--- config.mk ---
export PLATFORM = sky130hd
export DESIGN_NAME = cct_front
export DESIGN_NICKNAME = d
export VERILOG_FILES = /design/src/rtl/cct_pkg.sv /design/src/rtl/cct_front.sv
export SDC_FILE = /design/constraint.sdc
export NUM_CORES = 1
export LEC_CHECK = 0
export ABC_AREA = 1
export BUFFER_PORTS_ARGS = -buffer_cell sky130_fd_sc_hd__buf_2
export CORE_ASPECT_RATIO = 0.5
export CORE_UTILIZATION = 43
export CTS_CLUSTER_SIZE = 14
export DETAILED_ROUTE_END_ITERATION = 16
export GPL_TIMING_DRIVEN = 0
export PLACE_DENSITY = 0.71
export SLEW_MARGIN = 20
export SYNTH_ARGS = -nofsm -noshare
export SYNTH_HDL_FRONTEND = slang
export SYNTH_SLANG_ARGS = --single-unit
--- constraint.sdc ---
create_clock -name i_clk -period 6.9 [get_ports i_clk]
set_input_delay 0.69 -clock i_clk [delete_from_list [all_inputs] [get_ports i_clk]]
set_output_delay 0.69 -clock i_clk [all_outputs]
set_load 0.1 [all_outputs]
--- src/rtl/cct_pkg.sv ---
package cct_pkg;

    typedef enum logic [1:0] {
        K_EXPECT  = 2'd0,
        K_WROTE   = 2'd1,
        K_NO_MORE = 2'd2,
        K_TAKE    = 2'd3
    } t_kind;

    localparam logic [1:0] ST_OK    = 2'd0;
    localparam logic [1:0] ST_RANGE = 2'd1;
    localparam logic [1:0] ST_ZERO  = 2'd2;

    localparam logic REG_ROWS   = 1'b0;
    localparam logic REG_CCOUNT = 1'b1;

    localparam int ROWS_W = 17;
    localparam int CCNT_W = 11;
    localparam int REF_W  = 31;
    localparam int IDX_W  = 10;
    localparam int DCNT_W = 5;

    // command handed from the front end to the back end
    typedef struct packed {
        t_kind kind;
        logic  oor;
    } t_cmd;

endpackage

--- src/rtl/cct_front.sv ---
module cct_front import cct_pkg::*; #(
    parameter int MAX_CHUNKS = 1024
) (
    input  logic                          i_clk,
    input  logic                          i_rst_n,
    input  logic [ROWS_W-1:0]             i_rows,
    input  logic [$clog2(MAX_CHUNKS):0]   i_lim,
    input  logic                          i_push,
    output logic                          o_full,
    input  logic [1:0]                    i_kind,
    input  logic [REF_W-1:0]              i_reference_index,
    output logic                          o_cmd_vld,
    output t_cmd                          o_cmd,
    output logic [$clog2(MAX_CHUNKS)-1:0] o_chunk,
    input  logic                          i_cmd_pop
);

    localparam int CI_W = $clog2(MAX_CHUNKS);

    typedef enum logic [1:0] {S_IDLE, S_DIV, S_PUT} t_state;

    t_state              r_state;
    logic [ROWS_W-1:0]   r_div;
    logic [ROWS_W-1:0]   r_rem;
    logic [REF_W-1:0]    r_quo;
    logic [DCNT_W-1:0]   r_cnt;
    t_kind               r_kind;

    t_kind               r_qkind  [2];
    logic                r_qoor   [2];
    logic [CI_W-1:0]     r_qchunk [2];
    logic                r_wp;
    logic                r_rp;
    logic [1:0]          r_qcnt;

    logic                accept;
    logic [ROWS_W:0]     trial;
    logic                ge;
    logic                q_wr;
    t_kind               w_kind;
    logic                w_oor;
    logic [CI_W-1:0]     w_chunk;

    assign o_full = (r_state != S_IDLE) || (r_qcnt == 2'd2);
    assign accept = i_push && !o_full;
    assign trial  = {r_rem, r_quo[REF_W-1]};
    assign ge     = trial >= {1'b0, r_div};

    always_comb begin
        q_wr    = 1'b0;
        w_kind  = t_kind'(i_kind);
        w_oor   = 1'b0;
        w_chunk = '0;
        if (r_state == S_IDLE) begin
            q_wr = accept && (t_kind'(i_kind) == K_NO_MORE || t_kind'(i_kind) == K_TAKE);
        end else if (r_state == S_PUT) begin
            q_wr    = (r_qcnt != 2'd2);
            w_kind  = r_kind;
            w_oor   = 32'(r_quo) >= 32'(i_lim);
            w_chunk = r_quo[CI_W-1:0];
        end
    end

    always_ff @(posedge i_clk) begin
        if (!i_rst_n) begin
            r_state <= S_IDLE;
            r_wp    <= 1'b0;
            r_rp    <= 1'b0;
            r_qcnt  <= '0;
        end else begin
            unique case (r_state)
                S_IDLE: begin
                    if (accept && (t_kind'(i_kind) == K_EXPECT || t_kind'(i_kind) == K_WROTE)) begin
                        r_kind  <= t_kind'(i_kind);
                        r_div   <= (i_rows == '0) ? ROWS_W'(1) : i_rows;
                        r_rem   <= '0;
                        r_quo   <= i_reference_index;
                        r_cnt   <= DCNT_W'(REF_W - 1);
                        r_state <= S_DIV;
                    end
                end
                S_DIV: begin
                    // restoring divide, one quotient bit per cycle
                    r_rem <= ge ? ROWS_W'(trial - {1'b0, r_div}) : trial[ROWS_W-1:0];
                    r_quo <= {r_quo[REF_W-2:0], ge};
                    r_cnt <= r_cnt - 1'b1;
                    if (r_cnt == '0) begin
                        r_state <= S_PUT;
                    end
                end
                S_PUT: begin
                    if (q_wr) begin
                        r_state <= S_IDLE;
                    end
                end
                default: r_state <= S_IDLE;
            endcase
            if (q_wr) begin
                r_qkind[r_wp]  <= w_kind;
                r_qoor[r_wp]   <= w_oor;
                r_qchunk[r_wp] <= w_chunk;
                r_wp           <= !r_wp;
            end
            if (i_cmd_pop) begin
                r_rp <= !r_rp;
            end
            r_qcnt <= r_qcnt + {1'b0, q_wr} - {1'b0, i_cmd_pop};
        end
    end

    assign o_cmd_vld = (r_qcnt != 2'd0);
    assign o_cmd     = '{kind: r_qkind[r_rp], oor: r_qoor[r_rp]};
    assign o_chunk   = r_qchunk[r_rp];

endmodule

[After elaboration in Yosys (flattened, before gate mapping)]
Memory sizes are Yosys's and may differ from the RTL's. A register that Yosys moved wholly into a read port is not among the register bits.
Index checks and enable logic that the tools add are counted.
Storage, ports and cells
  register bits: 78
  bits in writable memories: 26
  input port bits: 65
  output and inout port bits: 15
  word-level logic and storage cells: 75
  memories: 3
Cells by class
  $add $sub $neg: 4
  $lt $le $gt $ge: 2
  eq/ne operators: 10
  multiplexer cells: 28
  reductions and logical operators: 19
Memories
  r_qchunk: depth 2, width 10, read ports 1, clocked after memory_dff 1, wr ports 1, line cct_front.sv:31  | logic [CI_W-1:0] r_qchunk [2];
  r_qkind: depth 2, width 2, read ports 1, clocked after memory_dff 1, wr ports 1, line cct_front.sv:29  | t_kind r_qkind [2];
  r_qoor: depth 2, width 1, read ports 1, clocked after memory_dff 1, wr ports 1, line cct_front.sv:30  | logic r_qoor [2];
Operator list (count)
  case mux 31 bit (2 select lines): 1
  two-way mux 17 bit: 2
  case mux 17 bit (2 select lines): 1
  greater-or-equal comparator 31 x 11 -> 1 bit: 1
  two-way mux 31 bit: 1
  two-way mux 10 bit: 2
  greater-or-equal comparator 18 x 17 -> 1 bit: 1
  zero test 17 bit: 1
  subtractor 17 bit: 1
  two-way mux 1 bit: 13
  two-way mux 2 bit: 5
  case mux 5 bit (2 select lines): 1
  AND reduction 3 bit: 3
  == test 2 bit, second input constant: 4
  inequality test 2 bit, second input constant: 3
  case mux 2 bit (3 select lines): 1
  nonzero test 2 bit: 3
  zero test 5 bit: 1
  two-way mux 5 bit: 1
  subtractor 5 x 1 -> 5 bit, second input constant: 1
  == test 2 x 1 -> 1 bit, second input constant: 2
  zero test 2 bit: 2
  logical AND 1 bit: 3
  zero test 1 bit: 3
  other kinds (4): 6

[Depth between registers and ports, before layout]
Gate-level depths: netlist of the first run.
  word-level depth: 9
  depth in mapped cells: 14
  gate-level depth less buffers: 14

[Worst setup path before layout of the first run]
OpenSTA, ideal clock, no wires.
  path type: flip-flop to flip-flop
  from: register r_qcnt[1]
  to: register r_cnt[0], enable pin
  data arrival time: 5.422 ns
  slack: 0.941 ns
  stages on the path, launching flop included: 8
  clock period less this slack: 5.959 ns
  path through: dfxtp_1 inv_1 nor2_1 inv_1 nand3_1 nor2_1 nand2_1 o21ai_0
On the way
  cells in the longest elaborated chain, start to end: 7
Ends and longest elaborated chain
  start: declaration: line cct_front.sv:34  | logic [1:0] r_qcnt;
  start signal: assignment: line cct_front.sv:107  | r_qcnt <= r_qcnt + {1'b0, q_wr} - {1'b0, i_cmd_pop};
  == test 2 bit: line cct_front.sv:44  | assign o_full = (r_state != S_IDLE) || (r_qcnt == 2'd2);
  logical OR 1 bit: line cct_front.sv:44
  via o_full: line cct_front.sv:9  | output logic o_full,
  zero test 1 bit: line cct_front.sv:45  | assign accept = i_push && !o_full;
  logical AND 1 bit: line cct_front.sv:45
  logical AND 1 bit: line cct_front.sv:73  | if (accept && (t_kind'(i_kind) == K_EXPECT || t_kind'(i_kind) == K_WROTE)) begin
  inequality test 2 x 1 -> 1 bit (no line)
  AND reduction 3 bit (no line)
  end signal: assignment: line cct_front.sv:78  | r_cnt <= DCNT_W'(REF_W - 1);
  end signal: assignment: line cct_front.sv:86  | r_cnt <= r_cnt - 1'b1;
  end: declaration: line cct_front.sv:26  | logic [DCNT_W-1:0] r_cnt;
The timed path passes the listed nets, and every way through them passes these cells.
A chain may end at the register's enable or synchronous reset.

==> results of run 1 <==
logic make-up after synthesis:
group                    Yosys count
AND/OR/NAND/NOR                  306
buffers and inverters            140
flip-flops                       105
AO/OA/AOI/OAI                     65
adder cells (fa/ha/maj)           32
multiplexers                      13
XOR/XNOR                          10
metal layers:
layer,global-route usage,part of all wire,up-vias
met5,0,0,-
met4,0.0617,0.013,0
met3,0.0344,0.042,14
met2,0.325,0.48,98
met1,0.253,0.46,2099
li1,-,-,2343
stage by stage:
step / power (mW) / worst slack (ns)
floorplan: 1.10 / 0.941
global placement: 1.19 / -0.308
detailed placement: 1.20 / 4.33
CTS: 1.72 / 4.23
global route: 1.79 / 4.12
finish: 1.71 / 4.26
sequential cells by signal, indices dropped and copies added (netlist names), named ones only:
name / cells
r_state: 2
r_qkind: 4
r_div: 17
r_qoor: 2
r_rem: 17
r_cnt: 5
r_quo: 31
r_qcnt: 2
r_wp: 1
r_kind: 2
r_qchunk: 20
r_rp: 1
layout by cell type, fill, tap and decap left out, drive strengths merged:
master  Yosys  layout
nor4        4       4
o211ai      1       1
nor3        6       6
buf         6      88
mux2       13      13
clkbuf     23      32
nand4       5       5
o21bai      4       4
a21oi      17      17
nand3      22      22
o22ai       2       2
dfxtp       7       7
inv       110     114
xnor2       3       3
ha         31      31
edfxtp     98      98
o21ai      41      41
fa          1       1
and2        1       1
clkinv      1       4
nand3b      3       3
or2         3       3
xor2        7       7
nand2     175     175
nor2       87      87
cell usage after synthesis (3+ instances only):
library cell / n / area share
sky130_fd_sc_hd__nand2_2: 4 / 0.0042
sky130_fd_sc_hd__nand4_1: 5 / 0.0053
sky130_fd_sc_hd__nor2_1: 81 / 0.052
sky130_fd_sc_hd__nor3_1: 5 / 0.0042
sky130_fd_sc_hd__nor4_1: 4 / 0.0042
sky130_fd_sc_hd__nand3_1: 21 / 0.018
sky130_fd_sc_hd__o21ai_0: 24 / 0.020
sky130_fd_sc_hd__nand3b_1: 3 / 0.0038
sky130_fd_sc_hd__inv_2: 3 / 0.0019
sky130_fd_sc_hd__clkbuf_1: 23 / 0.015
sky130_fd_sc_hd__xnor2_1: 3 / 0.0045
sky130_fd_sc_hd__edfxtp_1: 98 / 0.50
sky130_fd_sc_hd__inv_1: 107 / 0.068
sky130_fd_sc_hd__mux2_2: 13 / 0.025
sky130_fd_sc_hd__o21bai_1: 4 / 0.0051
sky130_fd_sc_hd__nand2_1: 170 / 0.11
sky130_fd_sc_hd__o21ai_1: 16 / 0.014
sky130_fd_sc_hd__xor2_1: 7 / 0.010
sky130_fd_sc_hd__a21oi_1: 17 / 0.014
sky130_fd_sc_hd__ha_1: 31 / 0.066
sky130_fd_sc_hd__nor2_2: 6 / 0.0064
sky130_fd_sc_hd__dfxtp_1: 7 / 0.024
final timing paths:
| kind | endpoint | from | slack [ns] | depth (start not counted) |
|---|---|---|---|---|
| worst min register to register | r_wp | r_wp | 0.51 | 1 |
| worst min-delay path | r_wp | r_wp | 0.51 | 1 |
| worst max register to register | r_rem[14] | r_quo[30] | 4.49 | 13 |
| worst max-delay path | o_chunk[6] | register | 4.26 | 3 |
cell type report:
type | instances | share of cell area
sequential | 105 | 0.448
multi-input combinational | 426 | 0.330
timing repair buffer | 82 | 0.0658
inverter | 111 | 0.0605
clock buffer | 9 | 0.0327
tap | 170 | 0.0309
buffer | 29 | 0.0198
clock inverter | 7 | 0.0122
worst reg2reg max path, delay by kind of cell, from the launching register on:
kind,cells,cell delay [ns]
buffers and inverters,2,0.21
AO/OA/AOI/OAI,2,0.42
AND/OR/NAND/NOR,7,0.65
flip-flops,1,0.43
adder cells (fa/ha/maj),2,0.47
power breakdown:
| part | total (mW) | internal, mW | switching (mW) |
|---|---|---|---|
| sequential | 0.776 | 0.755 | 0.0203 |
| clock | 0.520 | 0.261 | 0.259 |
| combinational | 0.419 | 0.125 | 0.293 |
==> run_summary.xml, run 1 <==
<?xml version="1.0" encoding="UTF-8"?>
<metrics>
  <group name="cells_and_area">
    <metric name="multi_input_gate_area" unit="mm^2">0.00227</metric>
    <metric name="design.final.nets" unit="">861</metric>
    <metric name="insertedDiodeCount" unit="">0</metric>
    <metric name="area_delta_synth_final" unit="%">16.9</metric>
    <metric name="design_area" unit="mm^2">0.00689</metric>
    <metric name="utilization" unit="">0.529</metric>
    <metric name="layout-drive-gt1-share" unit="">0.179</metric>
    <metric name="register_area" unit="mm^2">0.00308</metric>
    <metric name="final_cell_count_no_fill" unit="">939</metric>
    <metric name="filler_cell_count_in_the_final_layout" unit="">1152</metric>
  </group>
  <group name="floorplan">
    <metric name="die_h" unit="um">84.8</metric>
    <metric name="area_of_the_core" unit="mm^2">0.0130</metric>
    <metric name="rows" unit="">29</metric>
    <metric name="pin_count" unit="">80</metric>
    <metric name="die_area" unit="mm^2">0.0142</metric>
    <metric name="die_width" unit="um">168</metric>
    <metric name="floorplan.initialDensity" unit="">0.452</metric>
  </group>
  <group name="synthesis">
    <metric name="yosys_register_bits" unit="">105</metric>
    <metric name="yosys.area_share.simple" unit="">0.216</metric>
    <metric name="synth_cell_type_count" unit="">37</metric>
    <metric name="mean_instance_size_in_the_synthesized_netlist" unit="um^2">8.78</metric>
    <metric name="synth-warning-count" unit="">0</metric>
    <metric name="synth_top_family_by_area" unit="">simple AND/OR/NAND/NOR gates</metric>
    <metric name="ys.flop_type" unit="">sky130_fd_sc_hd__edfxtp_1</metric>
    <metric name="synth-edff-count" unit="">98</metric>
    <metric name="async_flop_share" unit="">0</metric>
    <metric name="seq_area_frac_synth" unit="">0.523</metric>
    <metric name="synthXorXnorAreaFrac" unit="">0.0149</metric>
    <metric name="mappedNetlistNets" unit="">768</metric>
    <metric name="summed_instance_area_of_the_synthesized_netlist" unit="mm^2">0.00589</metric>
    <metric name="adder_cell_share_of_the_synthesized_area" unit="">0.0692</metric>
    <metric name="synthesis.instances" unit="">671</metric>
    <metric name="synth.area.mux_share" unit="">0.0248</metric>
    <metric name="fraction_of_the_mapped_netlist_area_in_compound_gates" unit="">0.0584</metric>
  </group>
  <group name="sta">
    <metric name="period_needed" unit="ns">2.64</metric>
    <metric name="timing.slew.headroom" unit="">0.468</metric>
    <metric name="worst_hold_slack" unit="ns">0.509</metric>
    <metric name="worst_clock_skew" unit="ns">0.00757</metric>
    <metric name="final.period_utilization" unit="">0.382</metric>
    <metric name="grt_setup_unrepaired" unit="">false</metric>
    <metric name="totalNegativeSetupSlack" unit="ns">0</metric>
    <metric name="finalMaxSlewViolations" unit="">0</metric>
    <metric name="fmax" unit="MHz">379</metric>
    <metric name="timing.final.setup_violations" unit="">0</metric>
    <metric name="final-hold-violation-count" unit="">0</metric>
    <metric name="actual_transition_at_the_worst_max_transition_pin" unit="ns">0.796</metric>
  </group>
  <group name="setup_path">
    <metric name="timing.critical_path.required" unit="ns">6.21</metric>
    <metric name="worst_path_max_delay_cell" unit="">sky130_fd_sc_hd__buf_1</metric>
    <metric name="critPathMaxFanout" unit="">10</metric>
    <metric name="path_class" unit="">reg2out</metric>
    <metric name="worstSetupEndpointType" unit="">output port</metric>
    <metric name="cpLargestDelayFamily" unit="">buffers and inverters</metric>
    <metric name="critical_path_arrival" unit="ns">1.95</metric>
    <metric name="critical-path-max-stage-delay" unit="ns">0.48</metric>
    <metric name="start_kind" unit="">register</metric>
    <metric name="crit_buf_inv" unit="">2</metric>
    <metric name="worstPathCellList" unit="">buf_1, mux2_2, buf_2</metric>
  </group>
  <group name="clock_tree">
    <metric name="worst_setup_hold_path_clk_slew" unit="ns">0.08</metric>
    <metric name="clkLatencyLatePin" unit="ns">0.35</metric>
    <metric name="cts_inserted_buffers" unit="">9</metric>
    <metric name="postCtsSetupBuffers" unit="">0</metric>
    <metric name="cts_num_sinks" unit="">105</metric>
    <metric name="max-clock-path-buffers" unit="">2</metric>
    <metric name="clock_tree.htree_level_count" unit="">3</metric>
    <metric name="clock-root-buffer" unit="">sky130_fd_sc_hd__clkbuf_16</metric>
    <metric name="clock_tree_from_tritoncts" unit="">yes</metric>
    <metric name="postCtsHoldBufs" unit="">0</metric>
    <metric name="post_cts_resize_count" unit="">0</metric>
  </group>
  <group name="place">
    <metric name="post_dp_cell_area" unit="mm^2">0.00657</metric>
    <metric name="detailedPlacementHpwl" unit="um">9750</metric>
    <metric name="gp_congestion" unit="">0.935</metric>
    <metric name="numPortBuffers" unit="">79</metric>
    <metric name="numPlacedInstances" unit="">923</metric>
  </group>
  <group name="routing">
    <metric name="antenna_violating_nets_left" unit="">0</metric>
    <metric name="totalWireLength" unit="um">12800</metric>
    <metric name="number_of_vias_per_cell" unit="">4.85</metric>
    <metric name="drcViolationCount" unit="">0</metric>
    <metric name="detailroute.via_count" unit="">4554</metric>
    <metric name="detailedRoute.firstIterationViolations" unit="">249</metric>
    <metric name="firstDrtPassIters" unit="">5</metric>
    <metric name="avgRoutedWirePerCell" unit="um">13.6</metric>
  </group>
  <group name="flow_run">
    <metric name="cap_violations" unit="">0</metric>
  </group>
  <group name="worst_hold_path">
    <metric name="min_path_type" unit="">reg2reg</metric>
  </group>
  <group name="global_routing">
    <metric name="grt_antenna_before_repair" unit="">0</metric>
    <metric name="maximum_number_of_pins_on_one_net_before_global_route_repair" unit="">24</metric>
    <metric name="track_usage" unit="">0.192</metric>
    <metric name="globalRouteOverflowTotal" unit="">0</metric>
    <metric name="first_global_vias" unit="">4527</metric>
    <metric name="grt_first_pass_wirelength" unit="um">21400</metric>
  </group>
  <group name="pwr">
    <metric name="static-leakage-power" unit="nW">3.20</metric>
    <metric name="cellPowerDensity" unit="mW/mm^2">249</metric>
    <metric name="worst_ir_drop_vdd" unit="V">0.000128</metric>
  </group>
  <group name="run_status">
    <metric name="result_of_the_run" unit="">complete, no violations</metric>
  </group>
</metrics>
(Power assumes the default switching activity.)
==> inputs of run 2 (changes only) <==
--- a/config.mk
+++ b/config.mk
@@ -12,7 +12,7 @@
 export CTS_CLUSTER_SIZE = 14
 export DETAILED_ROUTE_END_ITERATION = 16
 export GPL_TIMING_DRIVEN = 0
-export PLACE_DENSITY = 0.71
+export PLACE_DENSITY = 0.73
 export SLEW_MARGIN = 20
 export SYNTH_ARGS = -nofsm -noshare
 export SYNTH_HDL_FRONTEND = slang
==> constraint.sdc (replaced) <==
create_clock -name i_clk -period 2.4 [get_ports i_clk]
set_input_delay 0.24 -clock i_clk [delete_from_list [all_inputs] [get_ports i_clk]]
set_output_delay 0.24 -clock i_clk [all_outputs]
set_load 0.1 [all_outputs]
==> run_summary.xml, run 2 (synthesized netlist as in run 1, its figures left out) <==
<?xml version="1.0" encoding="UTF-8"?>
<metrics>
  <group name="setup_path">
    <metric name="start_kind" unit="">register</metric>
    <metric name="critical_path_arrival" unit="ns">2.40</metric>
    <metric name="timing.critical_path.required" unit="ns">2.50</metric>
    <metric name="r2r_start" unit="">r_quo[30]</metric>
    <metric name="r2r-end" unit="">r_rem[5]</metric>
    <metric name="crit_path_start" unit="">r_quo[30]</metric>
    <metric name="critPathMaxFanout" unit="">10</metric>
    <metric name="critical_path.endpoint" unit="">r_rem[5]</metric>
    <metric name="ff_to_ff_path_depth" unit="">11</metric>
    <metric name="worstPathCellList" unit="">inv_1, ha_2, inv_1, fa_2, nand3_1, nand3_2, nand2_1, nand2_4, buf_8, o21ai_1, nor2_1</metric>
    <metric name="timing.critical_path.mode_cell" unit="">sky130_fd_sc_hd__inv_1</metric>
    <metric name="critical-path-max-stage-delay" unit="ns">0.46</metric>
    <metric name="worst_path_max_delay_cell" unit="">sky130_fd_sc_hd__edfxtp_1</metric>
    <metric name="path_class" unit="">reg2reg</metric>
    <metric name="worstSetupEndpointType" unit="">register</metric>
    <metric name="regToRegSetupSlack" unit="ns">0.09</metric>
  </group>
  <group name="sta">
    <metric name="timing.slew.headroom" unit="">0.516</metric>
    <metric name="final.period_utilization" unit="">0.961</metric>
    <metric name="actual_transition_at_the_worst_max_transition_pin" unit="ns">0.725</metric>
    <metric name="period_needed" unit="ns">2.31</metric>
    <metric name="timing.final.setup_violations" unit="">0</metric>
    <metric name="finalMaxSlewViolations" unit="">0</metric>
    <metric name="final-hold-violation-count" unit="">0</metric>
    <metric name="worst_clock_skew" unit="ns">0.0109</metric>
    <metric name="fmax" unit="MHz">434</metric>
  </group>
  <group name="cells_and_area">
    <metric name="mostFrequentLayoutCells" unit="">168 x sky130_fd_sc_hd__nand2_1, 107 x sky130_fd_sc_hd__inv_1, 98 x sky130_fd_sc_hd__edfxtp_1</metric>
    <metric name="layout-drive-gt1-share" unit="">0.191</metric>
    <metric name="design.final.nets" unit="">862</metric>
    <metric name="insertedDiodeCount" unit="">0</metric>
    <metric name="layout.cells.most_common" unit="">sky130_fd_sc_hd__nand2_1</metric>
    <metric name="design_area" unit="mm^2">0.00693</metric>
    <metric name="top_flop_regs" unit="">r_quo x31, r_qchunk x20</metric>
    <metric name="filler_cell_count_in_the_final_layout" unit="">1149</metric>
    <metric name="area_delta_synth_final" unit="%">17.7</metric>
    <metric name="utilization" unit="">0.532</metric>
    <metric name="largest_register_ff_count" unit="">31</metric>
    <metric name="largest-register" unit="">r_quo</metric>
  </group>
  <group name="floorplan">
    <metric name="rows" unit="">29</metric>
    <metric name="area_of_the_core" unit="mm^2">0.0130</metric>
    <metric name="floorplan.initialDensity" unit="">0.452</metric>
    <metric name="die_width" unit="um">168</metric>
    <metric name="pin_count" unit="">80</metric>
    <metric name="die_h" unit="um">84.8</metric>
    <metric name="die_area" unit="mm^2">0.0142</metric>
  </group>
  <group name="routing">
    <metric name="drcViolationCount" unit="">0</metric>
    <metric name="totalWireLength" unit="um">12700</metric>
    <metric name="detailroute.via_count" unit="">4632</metric>
    <metric name="antenna_violating_nets_left" unit="">0</metric>
    <metric name="firstDrtPassIters" unit="">5</metric>
    <metric name="number_of_vias_per_cell" unit="">4.93</metric>
    <metric name="detailedRoute.firstIterationViolations" unit="">260</metric>
    <metric name="avgRoutedWirePerCell" unit="um">13.5</metric>
  </group>
  <group name="global_routing">
    <metric name="grt_first_pass_wirelength" unit="um">21100</metric>
    <metric name="globalRouteOverflowTotal" unit="">0</metric>
    <metric name="track_usage" unit="">0.189</metric>
    <metric name="first_global_vias" unit="">4598</metric>
    <metric name="grt_antenna_before_repair" unit="">0</metric>
    <metric name="maximum_number_of_pins_on_one_net_before_global_route_repair" unit="">23</metric>
  </group>
  <group name="place">
    <metric name="post_dp_cell_area" unit="mm^2">0.00661</metric>
    <metric name="numPortBuffers" unit="">79</metric>
    <metric name="detailedPlacementHpwl" unit="um">9800</metric>
    <metric name="gp_congestion" unit="">0.962</metric>
  </group>
  <group name="clock_tree">
    <metric name="clock-root-buffer" unit="">sky130_fd_sc_hd__clkbuf_16</metric>
    <metric name="cts_num_sinks" unit="">105</metric>
    <metric name="cts_inserted_buffers" unit="">9</metric>
    <metric name="worst_setup_hold_path_clk_slew" unit="ns">0.07</metric>
    <metric name="clkLatencyLatePin" unit="ns">0.35</metric>
    <metric name="clock_tree_from_tritoncts" unit="">yes</metric>
    <metric name="postCtsHoldBufs" unit="">0</metric>
    <metric name="max-clock-path-buffers" unit="">2</metric>
    <metric name="clock_tree.htree_level_count" unit="">3</metric>
  </group>
  <group name="pwr">
    <metric name="static-leakage-power" unit="nW">3.21</metric>
    <metric name="cellPowerDensity" unit="mW/mm^2">709</metric>
    <metric name="worst_ir_drop_vdd" unit="V">0.000329</metric>
  </group>
  <group name="run_status">
    <metric name="result_of_the_run" unit="">complete, no violations</metric>
  </group>
  <group name="flow_run">
    <metric name="cap_violations" unit="">0</metric>
  </group>
  <group name="worst_hold_path">
    <metric name="min_path_type" unit="">in2reg</metric>
  </group>
</metrics>
[run 2: power by group]
group / total (mW) / switching [mW] / internal [mW] / leakage, nW
Sequential: 2.23 / 0.0592 / 2.17 / 0.968
Combinational: 1.23 / 0.851 / 0.375 / 2.10
Clock: 1.46 / 0.714 / 0.742 / 0.146
[run 2: routing by layer]
metal | global-route usage | vias to the layer above | wire length, um
met5 | 0 | - | 0
met4 | 0.0609 | 0 | 224
met3 | 0.0354 | 17 | 649
met2 | 0.334 | 128 | 6130
met1 | 0.236 | 2143 | 5730
li1 | - | 2344 | -
[run 2: area by class of cell]
class | instances | area, um^2 | area share
multi-input cells | 426 | 2310 | 0.333
clock buffers | 9 | 225 | 0.0325
flip-flops and latches | 105 | 3080 | 0.445
inverters | 111 | 417 | 0.0601
plain buffers | 29 | 136 | 0.0197
well taps | 170 | 213 | 0.0307
repair buffers | 83 | 469 | 0.0677
clock inverters | 7 | 80.1 | 0.0115
[run 2: how the worst min path moves through the flow]
stage	startpoint	to	slack, ns	cells after the start
2_1_floorplan	i_rst_n	r_qcnt[0]	0.33	2
3_3_place_gp	i_kind[0]	r_kind[0]	0.44	1
3_5_place_dp	i_kind[0]	r_kind[0]	0.44	1
4_1_cts	i_kind[0]	r_kind[0]	0.07	1
5_1_grt	i_kind[0]	r_kind[0]	0.07	1
6_report	i_kind[0]	r_kind[0]	0.08	1
[run 2: repair_timing]
action | 4_1_cts | 5_1_grt
buffers inserted | 0 | 1
endpoints found under the setup margin | 0 | 45
gates resized for setup | 0 | 6
[run 2: critical path, delay by kind of cell (launching register included)]
family	cells	cell delay, ns
AND/OR/NAND/NOR	5	0.54
buffers and inverters	3	0.35
AO/OA/AOI/OAI	1	0.12
adder cells (fa/ha/maj)	2	0.59
flip-flops	1	0.46
[run 2: through the flow]
stage	total power, mW	cells	TNS (ns)	setup slack [ns]	hold slack, ns
after floorplan	3.16	671	0	0.00648	0.333
after global placement	3.43	920	-14.82	-0.176	0.441
after detailed placement	3.48	923	0	0.0418	0.441
after CTS	4.94	939	0	0.0231	0.0698
after global routing	5.14	940	-0.00565	-0.00565	0.0659
final	4.91	940	0	0.0941	0.0817
